`src/design/sysex_dataset_framer_top_assert.svh`:
```
// assertion macros shared by the framer modules
// each macro expects clk and rst_n in the scope where it is used
`ifndef SYSEX_DATASET_FRAMER_TOP_ASSERT_SVH
`define SYSEX_DATASET_FRAMER_TOP_ASSERT_SVH

`ifndef SYNTHESIS

// same-cycle implication
`define SDF_ASSERT_IMP(name, ante, cons) \
    name: assert property (@(posedge clk) disable iff (!rst_n) (ante) |-> (cons)) \
        else $error("sdf assertion failed");

// next-cycle implication
`define SDF_ASSERT_NXT(name, ante, cons) \
    name: assert property (@(posedge clk) disable iff (!rst_n) (ante) |=> (cons)) \
        else $error("sdf assertion failed");

`else

`define SDF_ASSERT_IMP(name, ante, cons)
`define SDF_ASSERT_NXT(name, ante, cons)

`endif

`endif

```
`src/design/sdf_pkg.sv`:
```
package sdf_pkg;

    localparam int SDF_QUEUE_DEPTH = 4;
    localparam int CFG_IDX_W       = 1;

    localparam logic [6:0] DEVICE_ID_RST = 7'h10;
    localparam logic [6:0] MODEL_ID_RST  = 7'h6A;

    localparam logic [7:0] SYX_START   = 8'hF0;
    localparam logic [7:0] SYX_MAKER   = 8'h41;
    localparam logic [7:0] CMD_DT1     = 8'h12;
    localparam logic [7:0] CMD_RQ1     = 8'h11;
    localparam logic [7:0] SYX_END     = 8'hF7;

    localparam logic [CFG_IDX_W-1:0] REG_DEVICE_ID = 1'b0;
    localparam logic [CFG_IDX_W-1:0] REG_MODEL_ID  = 1'b1;

    // what follows the header (if any) for one job
    typedef enum logic [2:0] {
        BODY_NONE      = 3'd0,
        BODY_TRIPLE    = 3'd1,
        BODY_REQ       = 3'd2,
        BODY_TAIL_TWO  = 3'd3,
        BODY_TAIL_NONE = 3'd4,
        BODY_TAIL_ONE  = 3'd5
    } body_t;

    typedef struct packed {
        logic        hdr;
        logic        req;
        logic [31:0] addr;
        body_t       body;
        logic [6:0]  g0;
        logic [6:0]  g1;
        logic [6:0]  d;
        logic [6:0]  cs;
    } job_t;

    typedef struct packed {
        logic [6:0] device_id;
        logic [6:0] model_id;
    } cfg_t;

    typedef struct packed {
        logic [1:0] len;
        logic [7:0] b0;
        logic [7:0] b1;
        logic [7:0] b2;
    } msg_t;

endpackage

```
`src/design/sdf_front.sv`:
```
module sdf_front
    import sdf_pkg::*;
(
    input  logic        clk,
    input  logic        rst_n,
    input  logic        item_valid,
    output logic        item_stall,
    input  logic        op,
    input  logic [31:0] address,
    input  logic [6:0]  data_value,
    input  logic        last_byte,
    input  logic        q_full,
    output logic        push,
    output job_t        job
);

    logic       in_packet_reg, in_packet_next;
    logic [1:0] group_count_reg, group_count_next;
    logic [6:0] running_sum_reg, running_sum_next;
    logic [6:0] g0_reg, g0_next;
    logic [6:0] g1_reg, g1_next;

    logic       accept;
    logic       start;
    logic [1:0] gc;
    logic [6:0] asum;
    logic [6:0] sum;

    assign item_stall = q_full;
    assign accept     = item_valid && !q_full;

    // seven-bit sum of the four address bytes
    assign asum = address[6:0] + address[14:8] + address[22:16] + address[30:24];

    always_comb
    begin
        start            = !in_packet_reg;
        gc               = start ? 2'd0 : group_count_reg;
        sum              = (start ? asum : running_sum_reg) + data_value;
        in_packet_next   = in_packet_reg;
        group_count_next = group_count_reg;
        running_sum_next = running_sum_reg;
        g0_next          = g0_reg;
        g1_next          = g1_reg;

        job.hdr  = 1'b0;
        job.req  = 1'b0;
        job.addr = address;
        job.body = BODY_NONE;
        job.g0   = g0_reg;
        job.g1   = g1_reg;
        job.d    = data_value;
        job.cs   = 7'd0 - sum;

        if (op)
        begin
            // request packet, abandons any open data-set packet
            job.hdr          = 1'b1;
            job.req          = 1'b1;
            job.body         = BODY_REQ;
            job.cs           = 7'd0 - (asum + data_value);
            in_packet_next   = 1'b0;
            group_count_next = 2'd0;
        end
        else
        begin
            job.hdr          = start;
            running_sum_next = sum;
            if (!last_byte)
            begin
                in_packet_next = 1'b1;
                if (gc == 2'd2)
                begin
                    job.body         = BODY_TRIPLE;
                    group_count_next = 2'd0;
                end
                else
                begin
                    group_count_next = gc + 2'd1;
                    if (gc == 2'd0)
                    begin
                        g0_next = data_value;
                    end
                    else
                    begin
                        g1_next = data_value;
                    end
                end
            end
            else
            begin
                in_packet_next   = 1'b0;
                group_count_next = 2'd0;
                case (gc)
                    2'd2:    job.body = BODY_TAIL_TWO;
                    2'd1:    job.body = BODY_TAIL_ONE;
                    default: job.body = BODY_TAIL_NONE;
                endcase
            end
        end
    end

    assign push = accept && (job.hdr || (job.body != BODY_NONE));

    always_ff @(posedge clk or negedge rst_n)
    begin
        if (!rst_n)
        begin
            in_packet_reg   <= 1'b0;
            group_count_reg <= 2'd0;
            running_sum_reg <= 7'd0;
        end
        else if (accept)
        begin
            in_packet_reg   <= in_packet_next;
            group_count_reg <= group_count_next;
            running_sum_reg <= running_sum_next;
        end
    end

    // group bytes hold no reset value, a slot is written before it is read
    always_ff @(posedge clk)
    begin
        if (accept)
        begin
            g0_reg <= g0_next;
            g1_reg <= g1_next;
        end
    end

endmodule

```
`src/design/sdf_queue.sv`:
```
`include "sysex_dataset_framer_top_assert.svh"

module sdf_queue
    import sdf_pkg::*;
#(
    parameter int DEPTH = SDF_QUEUE_DEPTH
)
(
    input  logic clk,
    input  logic rst_n,
    input  logic push,
    input  job_t push_job,
    input  logic pop,
    output logic full,
    output logic head_valid,
    output job_t head_job
);

    localparam int PTR_W = (DEPTH > 1) ? $clog2(DEPTH) : 1;
    localparam int CNT_W = $clog2(DEPTH + 1);
    localparam logic [PTR_W-1:0] PTR_LAST = PTR_W'(DEPTH - 1);
    localparam logic [CNT_W-1:0] CNT_FULL = CNT_W'(DEPTH);

    job_t             slots_reg [DEPTH];
    logic [PTR_W-1:0] wr_ptr_reg, wr_ptr_next;
    logic [PTR_W-1:0] rd_ptr_reg, rd_ptr_next;
    logic [CNT_W-1:0] count_reg, count_next;

    assign full       = (count_reg == CNT_FULL);
    assign head_valid = (count_reg != '0);
    assign head_job   = slots_reg[rd_ptr_reg];

    always_comb
    begin
        wr_ptr_next = wr_ptr_reg;
        rd_ptr_next = rd_ptr_reg;
        count_next  = count_reg;
        if (push)
        begin
            wr_ptr_next = (wr_ptr_reg == PTR_LAST) ? '0 : wr_ptr_reg + 1'b1;
        end
        if (pop)
        begin
            rd_ptr_next = (rd_ptr_reg == PTR_LAST) ? '0 : rd_ptr_reg + 1'b1;
        end
        if (push && !pop)
        begin
            count_next = count_reg + 1'b1;
        end
        else if (pop && !push)
        begin
            count_next = count_reg - 1'b1;
        end
    end

    always_ff @(posedge clk or negedge rst_n)
    begin
        if (!rst_n)
        begin
            wr_ptr_reg <= '0;
            rd_ptr_reg <= '0;
            count_reg  <= '0;
        end
        else
        begin
            wr_ptr_reg <= wr_ptr_next;
            rd_ptr_reg <= rd_ptr_next;
            count_reg  <= count_next;
        end
    end

    always_ff @(posedge clk)
    begin
        if (push)
        begin
            slots_reg[wr_ptr_reg] <= push_job;
        end
    end

    `SDF_ASSERT_IMP(a_no_overflow, push, !full || pop)
    `SDF_ASSERT_IMP(a_no_underflow, pop, head_valid)
    `SDF_ASSERT_IMP(a_count_range, 1'b1, count_reg <= CNT_FULL)
    `SDF_ASSERT_NXT(a_push_lands, push && !pop, head_valid)

endmodule

```
`src/design/sdf_back.sv`:
```
`include "sysex_dataset_framer_top_assert.svh"

module sdf_back
    import sdf_pkg::*;
(
    input  logic       clk,
    input  logic       rst_n,
    input  cfg_t       cfg,
    input  logic       head_valid,
    input  job_t       head_job,
    output logic       pop,
    output logic       msg_valid,
    input  logic       msg_stall,
    output logic [1:0] msg_len,
    output logic [7:0] byte_first,
    output logic [7:0] byte_second,
    output logic [7:0] byte_third,
    output logic       run_end
);

    logic [2:0] step_reg, step_next;
    logic       msg_valid_reg, msg_valid_next;
    msg_t       msg_reg;
    logic       run_end_reg;

    logic [2:0] hdr_len;
    logic [2:0] body_len;
    logic [2:0] last_idx;
    logic [2:0] b_idx;
    logic       step_last;
    logic       load;
    msg_t       cur;
    logic [7:0] cmd;
    logic [7:0] d8, g08, g18, cs8;

    assign hdr_len   = head_job.hdr ? 3'd3 : 3'd0;
    assign last_idx  = hdr_len + body_len - 3'd1;
    assign b_idx     = step_reg - hdr_len;
    assign step_last = (step_reg == last_idx);
    assign load      = head_valid && (!msg_valid_reg || !msg_stall);
    assign pop       = load && step_last;

    assign cmd = head_job.req ? CMD_RQ1 : CMD_DT1;
    assign d8  = {1'b0, head_job.d};
    assign g08 = {1'b0, head_job.g0};
    assign g18 = {1'b0, head_job.g1};
    assign cs8 = {1'b0, head_job.cs};

    always_comb
    begin
        case (head_job.body)
            BODY_TRIPLE:    body_len = 3'd1;
            BODY_REQ:       body_len = 3'd2;
            BODY_TAIL_TWO:  body_len = 3'd2;
            BODY_TAIL_NONE: body_len = 3'd1;
            BODY_TAIL_ONE:  body_len = 3'd2;
            default:        body_len = 3'd0;
        endcase
    end

    // message at the current step of the head job
    always_comb
    begin
        cur = '{len: 2'd3, b0: 8'h00, b1: 8'h00, b2: 8'h00};
        if (head_job.hdr && (step_reg < 3'd3))
        begin
            case (step_reg)
                3'd0:    cur = '{2'd3, SYX_START, SYX_MAKER, {1'b0, cfg.device_id}};
                3'd1:    cur = '{2'd3, {1'b0, cfg.model_id}, cmd, head_job.addr[31:24]};
                default: cur = '{2'd3, head_job.addr[23:16], head_job.addr[15:8],
                                 head_job.addr[7:0]};
            endcase
        end
        else
        begin
            case (head_job.body)
                BODY_TRIPLE:    cur = '{2'd3, g08, g18, d8};
                BODY_REQ:
                begin
                    if (b_idx == 3'd0)
                    begin
                        cur = '{2'd3, 8'h00, 8'h00, 8'h00};
                    end
                    else
                    begin
                        cur = '{2'd3, d8, cs8, SYX_END};
                    end
                end
                BODY_TAIL_TWO:
                begin
                    if (b_idx == 3'd0)
                    begin
                        cur = '{2'd3, g08, g18, d8};
                    end
                    else
                    begin
                        cur = '{2'd2, cs8, SYX_END, 8'h00};
                    end
                end
                BODY_TAIL_NONE: cur = '{2'd3, d8, cs8, SYX_END};
                BODY_TAIL_ONE:
                begin
                    if (b_idx == 3'd0)
                    begin
                        cur = '{2'd3, g08, d8, cs8};
                    end
                    else
                    begin
                        cur = '{2'd1, SYX_END, 8'h00, 8'h00};
                    end
                end
                default:        cur = '{2'd3, 8'h00, 8'h00, 8'h00};
            endcase
        end
    end

    always_comb
    begin
        step_next      = step_reg;
        msg_valid_next = msg_valid_reg && msg_stall;
        if (load)
        begin
            msg_valid_next = 1'b1;
            step_next      = step_last ? 3'd0 : step_reg + 3'd1;
        end
    end

    always_ff @(posedge clk or negedge rst_n)
    begin
        if (!rst_n)
        begin
            step_reg      <= 3'd0;
            msg_valid_reg <= 1'b0;
        end
        else
        begin
            step_reg      <= step_next;
            msg_valid_reg <= msg_valid_next;
        end
    end

    always_ff @(posedge clk)
    begin
        if (load)
        begin
            msg_reg     <= cur;
            run_end_reg <= step_last;
        end
    end

    assign msg_valid   = msg_valid_reg;
    assign msg_len     = msg_reg.len;
    assign byte_first  = msg_reg.b0;
    assign byte_second = msg_reg.b1;
    assign byte_third  = msg_reg.b2;
    assign run_end     = run_end_reg;

    `SDF_ASSERT_IMP(a_step_idle, !head_valid, step_reg == 3'd0)
    `SDF_ASSERT_IMP(a_step_range, head_valid, step_reg <= last_idx)
    `SDF_ASSERT_IMP(a_job_nonempty, head_valid, head_job.hdr || (body_len != 3'd0))
    `SDF_ASSERT_IMP(a_len_nonzero, msg_valid_reg, msg_reg.len != 2'd0)

endmodule

```
`src/design/sysex_dataset_framer_top.sv`:
```
// exclusive-packet framer: turns a stream of data-set bytes, or single request
// items, into a run of midi messages of one to three bytes each. a data-set
// packet opens on its first item with a three-message header (f0 41 device,
// model 12 a1, a2 a3 a4), packs data three to a message and closes on the item
// marked last_byte with checksum and f7; a request item emits a whole five
// message packet with command 11. run_end marks the last message of each item.
// the input side takes one item per cycle while the job queue has room; the
// output side issues one message per cycle unless msg_stall holds it; an item
// causes no message for a byte that only fills a group, one for a full group,
// up to five for a header plus tail or a request. the back-end sequencer sets
// the sustained rate. the user must write device_id and model_id through the
// cfg port (index 0 and 1) only while idle; the block does not enforce this.
module sysex_dataset_framer_top
    import sdf_pkg::*;
#(
    parameter int QUEUE_DEPTH = SDF_QUEUE_DEPTH
)
(
    input  logic                 clk,
    input  logic                 rst_n,
    // configuration writes
    input  logic                 cfg_valid,
    output logic                 cfg_ready,
    input  logic [CFG_IDX_W-1:0] cfg_index,
    input  logic [6:0]           cfg_data,
    // input items
    input  logic                 item_valid,
    output logic                 item_stall,
    input  logic                 op,
    input  logic [31:0]          address,
    input  logic [6:0]           data_value,
    input  logic                 last_byte,
    // output messages
    output logic                 msg_valid,
    input  logic                 msg_stall,
    output logic [1:0]           msg_len,
    output logic [7:0]           byte_first,
    output logic [7:0]           byte_second,
    output logic [7:0]           byte_third,
    output logic                 run_end
);

    cfg_t cfg_reg;
    logic push;
    logic pop;
    logic q_full;
    logic head_valid;
    job_t push_job;
    job_t head_job;

    // configuration is always taken
    assign cfg_ready = 1'b1;

    always_ff @(posedge clk or negedge rst_n)
    begin
        if (!rst_n)
        begin
            cfg_reg.device_id <= DEVICE_ID_RST;
            cfg_reg.model_id  <= MODEL_ID_RST;
        end
        else if (cfg_valid)
        begin
            case (cfg_index)
                REG_DEVICE_ID: cfg_reg.device_id <= cfg_data;
                REG_MODEL_ID:  cfg_reg.model_id  <= cfg_data;
                default:       cfg_reg           <= cfg_reg;
            endcase
        end
    end

    // front end: tracks packet state, checksum and byte groups, one item a cycle unless q_full
    sdf_front u_front (
        .clk        (clk),
        .rst_n      (rst_n),
        .item_valid (item_valid),
        .item_stall (item_stall),
        .op         (op),
        .address    (address),
        .data_value (data_value),
        .last_byte  (last_byte),
        .q_full     (q_full),
        .push       (push),
        .job        (push_job)
    );

    // job queue decouples item intake from message output
    sdf_queue #(
        .DEPTH (QUEUE_DEPTH)
    ) u_queue (
        .clk        (clk),
        .rst_n      (rst_n),
        .push       (push),
        .push_job   (push_job),
        .pop        (pop),
        .full       (q_full),
        .head_valid (head_valid),
        .head_job   (head_job)
    );

    // back end: expands each job into its messages, one per cycle unless msg_stall holds them
    sdf_back u_back (
        .clk         (clk),
        .rst_n       (rst_n),
        .cfg         (cfg_reg),
        .head_valid  (head_valid),
        .head_job    (head_job),
        .pop         (pop),
        .msg_valid   (msg_valid),
        .msg_stall   (msg_stall),
        .msg_len     (msg_len),
        .byte_first  (byte_first),
        .byte_second (byte_second),
        .byte_third  (byte_third),
        .run_end     (run_end)
    );

endmodule

```
`config.mk`:
```
export PLATFORM = sky130hd
export DESIGN_NAME = sysex_dataset_framer_top
export DESIGN_NICKNAME = d
export VERILOG_FILES = /design/src/design/sdf_pkg.sv /design/src/design/sdf_front.sv /design/src/design/sdf_queue.sv /design/src/design/sdf_back.sv /design/src/design/sysex_dataset_framer_top.sv
export VERILOG_INCLUDE_DIRS = /design/src /design/src/design
export SDC_FILE = /design/constraint.sdc
export NUM_CORES = 1
export LEC_CHECK = 0
export BUFFER_PORTS_ARGS = -buffer_cell sky130_fd_sc_hd__buf_2
export CORE_ASPECT_RATIO = 1.2
export CORE_UTILIZATION = 50
export CTS_CLUSTER_SIZE = 28
export DETAILED_ROUTE_END_ITERATION = 6
export PLACE_DENSITY = 0.75
export SLEW_MARGIN = 15
export SYNTH_ARGS = -nofsm -noshare
export SYNTH_HDL_FRONTEND = slang
export SYNTH_SLANG_ARGS = --single-unit
```
`constraint.sdc`:
```
create_clock -name clk -period 8.6 [get_ports clk]
set_input_delay 0.43 -clock clk [delete_from_list [all_inputs] [get_ports clk]]
set_output_delay 0.43 -clock clk [all_outputs]
set_load 0.03 [all_outputs]
```
# Word-level counts from Yosys, hierarchy flattened
# Memory sizes are Yosys's and may differ from the RTL's.
# Cells that the tools add are included.
# classes
magnitude_cmp	1
bitwise_logic	5
add_sub_neg	16
n_mux	31
n_reduce_logical	29
n_eq_ne	12
# ops
cell	count
one-hot mux 26 bit (5 select lines)	1
2-to-1 mux 26 bit	2
one-hot mux 24 bit (2 select lines)	1
adder 7 bit	5
2-to-1 mux 25 bit	1
2-to-1 mux 23 bit	1
2-to-1 mux 2 bit	8
2-to-1 mux 3 bit	5
2-to-1 mux 7 bit	2
subtractor 1 x 7 -> 7 bit (first input constant)	2
AND reduction 5 bit	2
== test 3 bit (second input constant)	3
logical AND 1 bit	8
2-to-1 mux 1 bit	8
adder 2 x 1 -> 2 bit (second input constant)	3
adder 3 x 1 -> 3 bit (second input constant)	2
== test 2 bit (second input constant)	3
== test 3 x 1 -> 1 bit (second input constant)	2
== test 3 x 2 -> 1 bit (second input constant)	2
zero test 1 bit	6
zero test 3 bit	2
one-hot mux 3 bit (2 select lines)	1
AND reduction 2 bit	3
nonzero test 3 bit	2
other kinds (13)	19
# totals
ff_bits	76
ramBits	260
output_inout_bits	30
n_memories	1
inputBits	54
# memory_table
memory	words	width	read_ports	rd_ports_with_merged_regs	wr	line	rtl
u_queue.slots_reg	4	65	1	0	1	sdf_queue.sv:24	job_t slots_reg [DEPTH];

# Longest topological paths before layout
# Gate-level depths: netlist (run 1).
# depth
depth_word	12
mapped_depth	18
depth_no_buf	18

# Hierarchy
# From an unflattened synthesis (run 1), not the netlist that was laid out.
# hier_totals
hier_cells	981
area_unflattened_um2	15587.4
# by_module_without_submodules
mod	seq_area_each_um2	n_inst	area_per_inst_um2	cells_per_inst
sdf_queue	7982.7	1	9830.7	377
sdf_front	670.6	1	2618.8	282
sdf_back	910.9	1	2555.0	289
sysex_dataset_framer_top	356.6	1	583.1	33

# Worst setup path after synthesis (run 1)
# No wires, ideal clock.
# synth_path
path_type	in2reg
start	input port address[1]
end	memory u_queue.slots_reg[0][6] in the netlist's numbering (data pin)
t_arrival_ns	4.281
setup_ns	0.266
path_stages	17
setup_slack_ns	4.052
cell_sequence	inv_1 > fa_1 > fa_1 > inv_1 > ha_1 > fa_1 > a21o_1 > a21oi_1 > xor2_1 > o21ai_0 > ha_1 > inv_1 > nor2_1 > a221oi_1 > o311a_2 > xnor3_1 > mux2_2
# synth_lines
element	line	rtl
from (decl)	sysex_dataset_framer_top.sv:30	input logic [31:0] address,
to (decl)	sdf_queue.sv:24	

# Worst setup path after layout (run 1)
# layout_path
start	register u_queue.rd_ptr_reg[0]
end	register u_queue.count_reg[1]
# layout_between
elab_chain_cells	11
word_cells_on_any_way	19
classes_between	add/sub (2); eq/ne (6); mux (3); reduce/logical (7); memory (1)
# layout_rtl
element	line	rtl
from (decl)	sdf_queue.sv:26	logic [PTR_W-1:0] rd_ptr_reg, rd_ptr_next;
from (signal assigned)	sdf_queue.sv:67	rd_ptr_reg <= rd_ptr_next;
memory read (4 x 65 bit) *	-	
== test 3 x 2 -> 1 bit (tied with other cells)	sdf_back.sv:51	case (head_job.body)
OR reduction 3 bit (no line) or OR reduction 2 bit (tied branches)	-	
one-hot mux 2 bit (2 select lines)	sdf_back.sv:51	
adder 3 x 2 -> 3 bit *	sdf_back.sv:37	assign last_idx = hdr_len + body_len - 3'd1;
subtractor 3 x 1 -> 3 bit *	sdf_back.sv:37	
== test 3 bit *	sdf_back.sv:39	assign step_last = (step_reg == last_idx);
via u_back.step_last	sdf_back.sv:30	logic step_last;
logical AND 1 bit *	sdf_back.sv:41	assign pop = load && step_last;
zero test 1 bit *	sdf_queue.sv:46	if (push && !pop)
logical AND 1 bit *	sdf_queue.sv:46	
2-to-1 mux 3 bit *	sdf_queue.sv:46	
via u_queue.count_next[1]	sdf_queue.sv:27	logic [CNT_W-1:0] count_reg, count_next;
to (signal assigned)	sdf_queue.sv:68	count_reg <= count_next;
to (decl)	sdf_queue.sv:27	
# The timed path passes the listed nets; every way through them passes the cells marked *.
# A chain may end at the register's enable or synchronous reset.

==> load_flow_metrics.sql, run 1 <==
INSERT INTO impl_metrics (metric_group, metric, value, unit) VALUES
('outcome', 'run_status', 'completed', ''),
('worst_setup_path', 'crit_required', '9040', 'ps'),
('layout', 'diodes', '0', ''),
('global_routing', 'first_global_vias', '7987', ''),
('synthesis', 'synth.avg_cell_area', '17.1', 'µm²'),
('routing', 'drt_wirelength', '30300', 'µm'),
('timing', 'timing.final.crit_period', '4990', 'ps'),
('routing', 'via_per_inst', '5.76', ''),
('pwr', 'p_per_area', '379', 'nW/µm²'),
('synthesis', 'synthDistinctLibCells', '63', ''),
('clock_network', 'cts.hold.buffers_added', '0', ''),
('die', 'io-pin-count', '84', ''),
('clock_network', 'clock_insertion_delay_worst_skew', '550', 'ps'),
('clock_network', 'clock_tree_from_tritoncts', 'done', ''),
('global_routing', 'grtUsageTotal', '0.206', ''),
('layout', 'nets', '1052', ''),
('layout', 'layout.cells.non_filler', '1351', ''),
('worst_setup_path', 'r2r_startpoint', 'u_queue.rd_ptr_reg[0]', ''),
('layout', 'layout_commonest_cell', 'sky130_fd_sc_hd__edfxtp_1', ''),
('timing', 'skew', '6.62', 'ps'),
('placement', 'dp.cells', '1294', ''),
('clock_network', 'clk_path_buf_depth', '3', ''),
('die', 'die_height', '190', 'µm'),
('clock_network', 'cts.sink_count', '336', ''),
('die', 'core_area', '28800', 'µm²'),
('die', 'initial_utilization', '0.511', ''),
('pwr', 'power.static_leakage', '5.80', 'nW'),
('timing', 'worst_pin_slew', '1140', 'ps'),
('timing', 'final_sum_of_negative_setup_slack', '0', 'ps'),
('worst_setup_path', 'critical_setup_path_class', 'reg2reg', ''),
('synthesis', 'synth_flop_cell', 'sky130_fd_sc_hd__edfxtp_1', ''),
('layout', 'final_layout_size_suffix_gt1_frac', '0.260', ''),
('routing', 'detail_route.wl_per_cell', '22.4', 'µm'),
('clock_network', 'htree_num_levels', '1', ''),
('clock_network', 'post_cts_sizing', '0', ''),
('clock_network', 'post_cts.repair.setup_buffers', '0', ''),
('routing', 'detail_route.iter0.violations', '667', ''),
('timing', 'worst_slew_margin_rel', '0.241', ''),
('routing', 'antenna_left', '0', ''),
('timing', 'timing.final.setup_violations', '0', ''),
('timing', 'rsz0062_at_grt', 'false', ''),
('worst_setup_path', 'ff2ff_path_depth', '13', ''),
('routing', 'drt_drc_violations_left', '0', ''),
('worst_setup_path', 'highest_net_fanout_along_the_worst_path', '31', ''),
('pwr', 'ir_worst_vdd', '0.222', 'mV'),
('placement', 'buffer_ports.inserted', '82', ''),
('placement', 'place.gp.congestion', '0.840', ''),
('timing', 'timing.final.max_slew_violations', '0', ''),
('layout', 'layout-area-overhead-vs-synth', '11.8', '%'),
('synthesis', 'yosysSeqAreaShare', '0.673', ''),
('die', 'die-area', '30200', 'µm²'),
('clock_network', 'clk_pin_slew_worst_paths', '60', 'ps'),
('placement', 'dp.final_hpwl', '19600', 'µm'),
('layout', 'finish.instance_area', '16500', 'µm²'),
('global_routing', 'antenna_violations_before_repair', '2', ''),
('placement', 'detailed_place.area', '15500', 'µm²'),
('clock_network', 'cts-root-buf', 'sky130_fd_sc_hd__clkbuf_16', ''),
('synthesis', 'syn-cell-area', '14700', 'µm²'),
('worst_setup_path', 'worst_r2r_endpoint', 'u_queue.count_reg[1]', ''),
('global_routing', 'grt_max_degree', '66', ''),
('die', 'std_cell_rows', '68', ''),
('timing', 'layout_worst_path_cycle_share', '0.581', ''),
('synthesis', 'asyncSetResetFlopFracSynth', '0.104', ''),
('worst_setup_path', 'setup.worst_path.start_class', 'register', ''),
('hold_path', 'hold_class', 'in2async', ''),
('die', 'die_x', '159', 'µm'),
('global_routing', 'wire_length_of_the_first_global_routing_pass', '46900', 'µm'),
('layout', 'top_library_cells_by_usage_in_the_layout_fill_and_taps_aside', '301 x sky130_fd_sc_hd__edfxtp_1, 82 x sky130_fd_sc_hd__buf_2, 65 x sky130_fd_sc_hd__mux4_2', ''),
('routing', 'first_pass_iters', '5', ''),
('worst_setup_path', 'cp.arrival', '5430', 'ps'),
('synthesis', 'yosys_warnings', '0', '');
critical path, cell delays in order (launching register included):
cell	delay (ps)
sky130_fd_sc_hd__dfrtp_4	830
sky130_fd_sc_hd__mux4_2	710
sky130_fd_sc_hd__nor2b_1	540
sky130_fd_sc_hd__o21bai_1	180
sky130_fd_sc_hd__ha_1	220
sky130_fd_sc_hd__inv_1	50
sky130_fd_sc_hd__ha_1	230
sky130_fd_sc_hd__xor2_1	160
sky130_fd_sc_hd__nor3_1	570
sky130_fd_sc_hd__nand2_1	300
sky130_fd_sc_hd__ha_1	340
sky130_fd_sc_hd__inv_1	70
sky130_fd_sc_hd__fa_1	410
sky130_fd_sc_hd__mux2_2	270
layout make-up:
type	instances	area, µm²
timing repair buffer	88	455
clock inverter	17	115
clock buffer	40	850
fill	2131	12400
tap	385	482
multi-input combinational	434	4460
inverter	51	191
sequential	336	9930
worst max path at each step:
stage	start	to	cells past startpoint
6_report	u_queue.rd_ptr_reg[0]	u_queue.count_reg[1]	13
4_1_cts	u_queue.rd_ptr_reg[0]	u_queue.count_reg[1]	13
5_1_grt	u_queue.rd_ptr_reg[0]	u_queue.count_reg[1]	13
2_1_floorplan	address[1]	u_queue.slots_reg[0][6]	17
3_3_place_gp	address[1]	u_queue.slots_reg[0][6]	18
3_5_place_dp	address[1]	u_queue.slots_reg[1][6]	18
kinds of logic after synthesis:
family | count (synthesis) | synth area share
other cells | 1 | 0.000254
xor+xnor | 32 | 0.0200
fa+ha+maj | 56 | 0.0552
simple gates | 117 | 0.0408
mux | 93 | 0.120
buf+inv | 90 | 0.0262
flops | 336 | 0.673
compound gates | 135 | 0.0641
power breakdown:
group	internal [mW]	total [mW]	switching, mW	leakage, nW
registers	2.30	2.46	0.167	3.17
clock network	0.725	1.29	0.569	0.474
logic	0.985	2.49	1.50	2.15
per-layer routing:
metal	vias to the layer above	routed length [µm]	GRT usage
li1	3516	-	-
met1	3963	12600	0.270
met2	254	15200	0.351
met3	53	1700	0.0342
met4	2	804	0.0672
met5	-	13	0
synth_stat cells (3+ instances only):
cell type | number | area (µm²)
sky130_fd_sc_hd__o21ai_0 | 21 | 105
sky130_fd_sc_hd__a21oi_1 | 28 | 140
sky130_fd_sc_hd__o211ai_1 | 3 | 22.5
sky130_fd_sc_hd__a22oi_1 | 13 | 97.6
sky130_fd_sc_hd__clkbuf_1 | 19 | 71.3
sky130_fd_sc_hd__inv_1 | 51 | 191
sky130_fd_sc_hd__dfrtp_1 | 30 | 751
sky130_fd_sc_hd__o22ai_1 | 13 | 81.3
sky130_fd_sc_hd__mux2i_1 | 5 | 50.1
sky130_fd_sc_hd__nand2b_1 | 11 | 68.8
sky130_fd_sc_hd__buf_2 | 12 | 60.1
sky130_fd_sc_hd__buf_4 | 3 | 22.5
sky130_fd_sc_hd__nand3_1 | 10 | 50.1
sky130_fd_sc_hd__a21o_1 | 7 | 52.6
sky130_fd_sc_hd__buf_6 | 3 | 33.8
sky130_fd_sc_hd__nor4b_1 | 4 | 35.0
sky130_fd_sc_hd__nor2b_1 | 6 | 37.5
sky130_fd_sc_hd__nor2_1 | 20 | 75.1
sky130_fd_sc_hd__o21ai_1 | 3 | 15.0
sky130_fd_sc_hd__and2_1 | 5 | 31.3
sky130_fd_sc_hd__o21bai_1 | 5 | 37.5
sky130_fd_sc_hd__o21a_1 | 6 | 45.0
sky130_fd_sc_hd__mux4_2 | 65 | 1460
sky130_fd_sc_hd__nor3_1 | 7 | 35.0
sky130_fd_sc_hd__xnor2_1 | 21 | 184
sky130_fd_sc_hd__ha_1 | 41 | 513
sky130_fd_sc_hd__edfxtp_1 | 301 | 9040
sky130_fd_sc_hd__fa_1 | 15 | 300
sky130_fd_sc_hd__xor2_1 | 10 | 87.6
sky130_fd_sc_hd__a221oi_1 | 14 | 123
sky130_fd_sc_hd__a211oi_1 | 5 | 37.5
sky130_fd_sc_hd__mux2_2 | 23 | 259
sky130_fd_sc_hd__dfstp_2 | 5 | 131
sky130_fd_sc_hd__nand2_1 | 38 | 143
(Power assumes the default switching activity.)
==> run 2: changes to the inputs <==
--- a/config.mk
+++ b/config.mk
@@ -11,7 +11,7 @@
 export CORE_UTILIZATION = 50
 export CTS_CLUSTER_SIZE = 28
 export DETAILED_ROUTE_END_ITERATION = 6
-export PLACE_DENSITY = 0.75
+export PLACE_DENSITY = 0.78
 export SLEW_MARGIN = 15
 export SYNTH_ARGS = -nofsm -noshare
 export SYNTH_HDL_FRONTEND = slang
==> constraint.sdc (replaced) <==
create_clock -name clk -period 4.1 [get_ports clk]
set_input_delay 0.205 -clock clk [delete_from_list [all_inputs] [get_ports clk]]
set_output_delay 0.205 -clock clk [all_outputs]
set_load 0.03 [all_outputs]
==> run 2 against run 1 <==
Clock skew increased by 5.6 ps. Wire length rose by 7.0%. Sequential power grew 110%. Core utilization up 3.1 points. Critical path depth increased by 1. Non-clock buffer count up 92. Clock power is 110% higher. Total power is 120% higher. Final area up 5.4%. Worst setup slack got worse by 3500 ps. Critical path type is now in2reg.
==> load_flow_metrics.sql, run 2 (same netlist as run 1, synthesis figures left out) <==
INSERT INTO impl_metrics (metric_group, metric, value, unit) VALUES
('outcome', 'run_status', 'completed', ''),
('layout', 'final_layout_size_suffix_gt1_frac', '0.288', ''),
('worst_setup_path', 'crit_chain', 'dlygate4sd3_1, buf_2, fa_2, fa_2, ha_4, a21oi_2, xor2_1, o21ai_1, ha_1, inv_1, buf_4, o311a_2, xnor3_1, mux2_4', ''),
('pwr', 'clkPwrFrac', '0.196', ''),
('layout', 'nets', '1143', ''),
('clock_network', 'cts.sink_count', '336', ''),
('routing', 'detail_route.iter0.violations', '712', ''),
('clock_network', 'cts_made_buffers', '30', ''),
('layout', 'finish.instance_area', '17400', 'µm²'),
('global_routing', 'wire_length_of_the_first_global_routing_pass', '49900', 'µm'),
('timing', 'hold_ws', '13.5', 'ps'),
('pwr', 'comb_power_share', '0.432', ''),
('die', 'die-area', '30200', 'µm²'),
('global_routing', 'antenna_violations_before_repair', '0', ''),
('layout', 'largest_register_ffs', '260', ''),
('global_routing', 'grtUsageTotal', '0.218', ''),
('pwr', 'ir_worst_vdd', '0.435', 'mV'),
('clock_network', 'cts-root-buf', 'sky130_fd_sc_hd__clkbuf_16', ''),
('worst_setup_path', 'crit_required', '4390', 'ps'),
('clock_network', 'htree_num_levels', '1', ''),
('timing', 'rsz0062_at_grt', 'true', ''),
('clock_network', 'clk_path_buf_depth', '3', ''),
('die', 'die_x', '159', 'µm'),
('worst_setup_path', 'setup.worst_path.end_class', 'register', ''),
('timing', 'worst_pin_slew', '1060', 'ps'),
('global_routing', 'highest_utilization_routing_layer_at_the_global_route_stage', 'met2', ''),
('worst_setup_path', 'highest_net_fanout_along_the_worst_path', '5', ''),
('routing', 'first_pass_iters', '5', ''),
('die', 'initial_utilization', '0.511', ''),
('worst_setup_path', 'timing.critical_path.buf_inv', '4', ''),
('timing', 'skew', '12.2', 'ps'),
('die', 'io-pin-count', '84', ''),
('clock_network', 'clk_pin_slew_worst_paths', '60', 'ps'),
('pwr', 'internal_power', '8.79', 'mW'),
('clock_network', 'clock_tree_from_tritoncts', 'done', ''),
('worst_setup_path', 'setup.worst_path.start_class', 'input port', ''),
('timing', 'max_clock_freq', '0.250', 'GHz'),
('global_routing', 'grt.met1_usage', '0.279', ''),
('timing', 'worst_slew_margin_rel', '0.294', ''),
('global_routing', 'grt.overflow.total', '0', ''),
('global_routing', 'grt_max_degree', '66', ''),
('worst_setup_path', 'cp_most_frequent_cell', 'sky130_fd_sc_hd__fa_2', ''),
('layout', 'layout-area-overhead-vs-synth', '17.8', '%'),
('layout', 'top_library_cells_by_usage_in_the_layout_fill_and_taps_aside', '301 x sky130_fd_sc_hd__edfxtp_1, 79 x sky130_fd_sc_hd__buf_2, 65 x sky130_fd_sc_hd__mux4_2', ''),
('placement', 'dp.final_hpwl', '20700', 'µm'),
('placement', 'buffer_ports.inserted', '82', ''),
('timing', 'layout_worst_path_cycle_share', '0.975', ''),
('layout', 'layout.cells.non_filler', '1442', ''),
('die', 'std_cell_rows', '68', ''),
('worst_setup_path', 'cp.arrival', '4280', 'ps'),
('timing', 'timing.final.setup_violations', '0', ''),
('placement', 'detailed_place.area', '15900', 'µm²'),
('hold_path', 'hold_class', 'in2reg', ''),
('pwr', 'p_per_area', '787', 'nW/µm²'),
('routing', 'detail_route.wl_per_cell', '22.5', 'µm'),
('timing', 'final-hold-violation-count', '0', ''),
('routing', 'drt_wirelength', '32400', 'µm'),
('routing', 'antenna_left', '0', ''),
('worst_setup_path', 'worst_path_max_delay_cell', 'sky130_fd_sc_hd__fa_2', ''),
('worst_setup_path', 'critical_path.top_delay_family', 'adder cells', ''),
('placement', 'place.gp.congestion', '0.854', ''),
('die', 'core_area', '28800', 'µm²'),
('routing', 'via_per_inst', '5.75', ''),
('global_routing', 'grt_use_met2', '0.386', ''),
('timing', 'timing.final.max_slew_violations', '0', ''),
('pwr', 'p_switching', '4.88', 'mW'),
('clock_network', 'clock_insertion_delay_worst_skew', '550', 'ps'),
('routing', 'drt_drc_violations_left', '0', ''),
('pwr', 'p_total', '13.7', 'mW'),
('pwr', 'power.static_leakage', '6.23', 'nW'),
('global_routing', 'first_global_vias', '8752', ''),
('placement', 'dp.cells', '1337', ''),
('layout', 'diodes', '0', ''),
('worst_setup_path', 'cpPeakStageDelay', '590', 'ps'),
('layout', 'layout_commonest_cell', 'sky130_fd_sc_hd__edfxtp_1', ''),
('routing', 'detailroute.via_count', '8295', ''),
('die', 'die_height', '190', 'µm'),
('pwr', 'sequentialPowerShare', '0.373', ''),
('worst_setup_path', 'critical_setup_path_class', 'in2reg', ''),
('pwr', 'switching_fraction_of_total_power', '0.357', ''),
('timing', 'timing.final.crit_period', '4000', 'ps'),
('global_routing', 'grt_use_met3', '0.0253', ''),
('run', 'cap_viol_max_count', '0', '');
[run 2: cell types whose count changed in the layout (fill, tap and decap cells not counted), moves of 4 or more]
cell,previous run,this run
sky130_fd_sc_hd__dlygate4sd3_1,0,46
sky130_fd_sc_hd__buf_4,6,49
sky130_fd_sc_hd__clkbuf_1,5,12
sky130_fd_sc_hd__clkinv_1,7,1
sky130_fd_sc_hd__and2_2,0,4
sky130_fd_sc_hd__and2_4,4,0
sky130_fd_sc_hd__buf_12,0,4
[run 2: path summary, 6_finish.rpt]
check / startpoint / end / slack [ps] / cells after the start
hold / removal: data_value[6] / u_queue.slots_reg[2][13] / 10 / 1
setup reg to reg: u_queue.rd_ptr_reg[0] / u_queue.count_reg[1] / 190 / 15
min in group asynchronous: rst_n / u_queue.count_reg[2] / 350 / 2
hold reg to reg: u_front.group_count_reg[1] / u_front.group_count_reg[1] / 490 / 2
setup / recovery: address[4] / u_queue.slots_reg[1][6] / 100 / 14
max in group asynchronous: rst_n / u_queue.rd_ptr_reg[0] / 3050 / 2
[run 2: layout make-up]
class / instances / area [µm²]
clock buffers: 45 / 848
clock inverters: 11 / 88.8
fillers: 1982 / 11500
inverters: 51 / 191
multi-input cells: 434 / 4500
flip-flops and latches: 336 / 9930
well taps: 385 / 482
repair buffers: 180 / 1330
[run 2: timing repair]
action	in CTS	in global routing
gates resized for setup	0	14
hold buffers	47	0
setup buffers	0	3
setup endpoints to repair	0	10
hold endpoints to repair	203	0
[run 2: through the flow]
stage,setup WS [ps],util,TNS [ps]
6_report,104,0.602,0
2_1_floorplan,12.4,-,0
5_1_grt,-54.1,0.602,-187
4_1_cts,21.3,0.600,0
3_5_place_dp,-295,0.551,-2110
3_3_place_gp,-257,0.551,-1520
[run 2: per-layer routing]
layer / vias up / share of wire
met4: 0 / 0.032
met1: 4170 / 0.39
met3: 66 / 0.058
met2: 366 / 0.52
met5: - / 0
li1: 3693 / -
[run 2: worst reg2reg max path: stages, from the launching register on]
cell                       delay (ps)
sky130_fd_sc_hd__dfrtp_4          480
sky130_fd_sc_hd__mux4_2           610
sky130_fd_sc_hd__nand3b_1         240
sky130_fd_sc_hd__inv_1            140
sky130_fd_sc_hd__nor2_1            80
sky130_fd_sc_hd__ha_1             290
sky130_fd_sc_hd__inv_1             40
sky130_fd_sc_hd__ha_1             190
sky130_fd_sc_hd__xnor2_1          230
sky130_fd_sc_hd__xnor2_1          120
sky130_fd_sc_hd__nor3_2           210
sky130_fd_sc_hd__nand2_2          140
sky130_fd_sc_hd__ha_2             270
sky130_fd_sc_hd__inv_1             60
sky130_fd_sc_hd__fa_1             400
sky130_fd_sc_hd__mux2_2           270
[run 2: power by group through the flow]
stage | sequential, mW | combinational (mW) | clock [mW]
floorplan | 5.35 | 3.72 | 0
global placement | 5.11 | 5.58 | 0
detailed placement | 5.15 | 5.67 | 0
CTS | 5.09 | 5.78 | 2.70
global route | 5.16 | 6.35 | 2.82
finish | 5.09 | 5.90 | 2.67
==> run 3: changes to the inputs <==
--- a/config.mk
+++ b/config.mk
@@ -12,6 +12,7 @@
 export CTS_CLUSTER_SIZE = 28
 export DETAILED_ROUTE_END_ITERATION = 6
 export PLACE_DENSITY = 0.78
+export REMOVE_ABC_BUFFERS = 1
 export SLEW_MARGIN = 15
 export SYNTH_ARGS = -nofsm -noshare
 export SYNTH_HDL_FRONTEND = slang
==> run 3 against run 2 <==
Via count is 1.6% higher. Final cell count stayed put. Critical endpoint is now u_queue.slots_reg[0][6]. Register-to-register slack better by 60 ps. Worst setup slack better by 26 ps. Sequential cell count stayed put. Fmax is 0.66% higher. Global-route usage is 0.74 points higher.
==> load_flow_metrics.sql, run 3 (same netlist as run 1, synthesis figures left out) <==
INSERT INTO impl_metrics (metric_group, metric, value, unit) VALUES
('pwr', 'comb_power_share', '0.419', ''),
('pwr', 'p_per_area', '801', 'nW/µm²'),
('timing', 'worst_pin_slew', '991', 'ps'),
('timing', 'layout_worst_path_cycle_share', '0.968', ''),
('clock_network', 'clk_path_buf_depth', '3', ''),
('run', 'cap_viol_max_count', '0', ''),
('routing', 'antenna_left', '0', ''),
('worst_setup_path', 'cp.arrival', '4260', 'ps'),
('clock_network', 'htree_num_levels', '1', ''),
('pwr', 'sequentialPowerShare', '0.368', ''),
('placement', 'dp.cells', '1337', ''),
('layout', 'diodes', '0', ''),
('timing', 'worst_slew_margin_rel', '0.336', ''),
('timing', 'rsz0062_at_grt', 'false', ''),
('outcome', 'run_status', 'completed', ''),
('placement', 'buffer_ports.inserted', '82', ''),
('routing', 'detailroute.via_count', '8427', ''),
('worst_setup_path', 'crit_path_start', 'address[4]', ''),
('pwr', 'ir_worst_vdd', '0.432', 'mV'),
('placement', 'preCtsSetupSlack', '-590', 'ps'),
('worst_setup_path', 'r2r_startpoint', 'u_queue.rd_ptr_reg[0]', ''),
('die', 'die_x', '159', 'µm'),
('timing', 'final_sum_of_negative_setup_slack', '0', 'ps'),
('clock_network', 'clk_pin_slew_worst_paths', '60', 'ps'),
('clock_network', 'clock_insertion_delay_worst_skew', '550', 'ps'),
('routing', 'via_per_inst', '5.84', ''),
('layout', 'final_layout_size_suffix_gt1_frac', '0.290', ''),
('timing', 'skew', '11.8', 'ps'),
('routing', 'detail_route.iter0.violations', '814', ''),
('routing', 'detail_route.wl_per_cell', '23.1', 'µm'),
('placement', 'place.gp.congestion', '0.822', ''),
('timing', 'timing.final.crit_period', '3970', 'ps'),
('die', 'core_area', '28800', 'µm²'),
('timing', 'hold_ws', '24.7', 'ps'),
('die', 'initial_utilization', '0.511', ''),
('placement', 'dp.final_hpwl', '21200', 'µm'),
('layout', 'filler_cells_inserted', '1982', ''),
('layout', 'layout_commonest_cell', 'sky130_fd_sc_hd__edfxtp_1', ''),
('clock_network', 'clock_tree_from_tritoncts', 'done', ''),
('pwr', 'power.static_leakage', '6.29', 'nW'),
('die', 'std_cell_rows', '68', ''),
('routing', 'first_pass_iters', '5', ''),
('pwr', 'switching_fraction_of_total_power', '0.353', ''),
('layout', 'largest_register_ffs', '260', ''),
('timing', 'fin_ws', '130', 'ps'),
('routing', 'drt_wirelength', '33400', 'µm'),
('clock_network', 'cts-root-buf', 'sky130_fd_sc_hd__clkbuf_16', ''),
('hold_path', 'holdCritStartpoint', 'data_value[1]', ''),
('worst_setup_path', 'critical_setup_path_class', 'in2reg', ''),
('pwr', 'internal_power', '9.05', 'mW'),
('clock_network', 'cts.sink_count', '336', ''),
('timing', 'max_clock_freq', '0.252', 'GHz'),
('layout', 'layout.cells.non_filler', '1442', ''),
('timing', 'final-hold-violation-count', '0', ''),
('worst_setup_path', 'crit_required', '4390', 'ps'),
('die', 'die_height', '190', 'µm'),
('worst_setup_path', 'setup.worst_path.end_class', 'register', ''),
('worst_setup_path', 'highest_net_fanout_along_the_worst_path', '4', ''),
('pwr', 'clkPwrFrac', '0.214', ''),
('routing', 'drt_drc_violations_left', '0', ''),
('global_routing', 'antenna_violations_before_repair', '0', ''),
('die', 'io-pin-count', '84', ''),
('global_routing', 'first_global_vias', '8887', ''),
('worst_setup_path', 'setup.worst_path.start_class', 'input port', ''),
('timing', 'timing.final.setup_violations', '0', ''),
('layout', 'nets', '1143', ''),
('global_routing', 'grt.overflow.total', '0', ''),
('clock_network', 'cts_made_buffers', '30', ''),
('layout', 'layout-area-overhead-vs-synth', '18.5', '%'),
('pwr', 'p_switching', '4.93', 'mW'),
('global_routing', 'grt_max_degree', '66', ''),
('timing', 'timing.final.max_slew_violations', '0', ''),
('global_routing', 'wire_length_of_the_first_global_routing_pass', '51500', 'µm'),
('layout', 'top_library_cells_by_usage_in_the_layout_fill_and_taps_aside', '301 x sky130_fd_sc_hd__edfxtp_1, 82 x sky130_fd_sc_hd__buf_2, 65 x sky130_fd_sc_hd__mux4_2', ''),
('hold_path', 'hold_class', 'in2reg', ''),
('die', 'die-area', '30200', 'µm²'),
('global_routing', 'grtUsageTotal', '0.225', '');
[run 3: cell count changes in the layout (fill, tap and decap cells not counted), sizes merged]
cell          previous run  this run
clkinvlp                 1         2
inv                     52        51
dlygate4sd3             46        47
clkbuf                  45        41
dlymetal6s4s             1         0
bufinv                   1         5
[run 3: final cells by class]
class	count	area (µm²)	share of cell area
clock buffer	41	863	0.0494
clock inverter	15	208	0.0119
inverter	51	191	0.0110
multi-input combinational	434	4490	0.257
sequential	336	9930	0.568
tap	385	482	0.0276
timing repair buffer	180	1310	0.0752
[run 3: path summary, 6_finish.rpt]
check                                             end  slack [ps]  cells after the start
min                                 u_front.g1_reg[1]          20                      1
max reg2reg                      u_queue.count_reg[1]         250                     14
max in group asynchronous       u_queue.rd_ptr_reg[0]        3010                      2
min reg2reg                u_front.group_count_reg[1]         480                      2
min in group asynchronous       u_queue.wr_ptr_reg[0]         400                      2
max                           u_queue.slots_reg[0][6]         130                     15
[run 3: per-stage QoR]
step | power, mW | area, µm² | utilization
6_report | 14.0 | 17500 | 0.606
3_5_place_dp | 10.9 | 15900 | 0.551
3_3_place_gp | 10.7 | 15900 | 0.551
4_1_cts | 14.0 | 17400 | 0.605
5_1_grt | 14.6 | 17500 | 0.606
2_1_floorplan | 8.98 | 14500 | -
[run 3: worst max-delay path, cell delays in order]
cell and delay (ps):
sky130_fd_sc_hd__dlygate4sd3_1 570, sky130_fd_sc_hd__buf_2 150, sky130_fd_sc_hd__fa_1 500, sky130_fd_sc_hd__fa_1 580, sky130_fd_sc_hd__ha_4 230, sky130_fd_sc_hd__a21oi_2 140, sky130_fd_sc_hd__xor2_1 190, sky130_fd_sc_hd__o21ai_0 110
sky130_fd_sc_hd__ha_1 320, sky130_fd_sc_hd__inv_1 90, sky130_fd_sc_hd__nor2_1 50, sky130_fd_sc_hd__a221oi_2 220, sky130_fd_sc_hd__o311a_2 220, sky130_fd_sc_hd__xnor3_1 370, sky130_fd_sc_hd__mux2_2 310
[run 3: layer usage]
metal  vias up  global-route usage  wire length [µm]
met1      4264               0.276             12700
met4         0              0.0829              1150
met2       392               0.406             17400
met3        79              0.0316              2160
met5         -                   0                 0
li1       3692                   -                 -
[run 3: power groups by stage]
stage	clock network [mW]	registers (mW)	logic (mW)
3_3_place_gp	0	5.15	5.56
4_1_cts	3.02	5.15	5.83
3_5_place_dp	0	5.20	5.69
2_1_floorplan	0	5.58	3.40
5_1_grt	3.15	5.21	6.28
6_report	2.99	5.14	5.85
[run 3: repair_timing]
item | 4_1_cts | 5_1_grt
pin swaps | 2 | 4
cloned | 0 | 0
endpoints found under the hold margin | 209 | 0
hold buffers | 47 | 0
setup buffers | 2 | 0
endpoints found under the setup margin | 4 | 12
resized for setup | 1 | 5
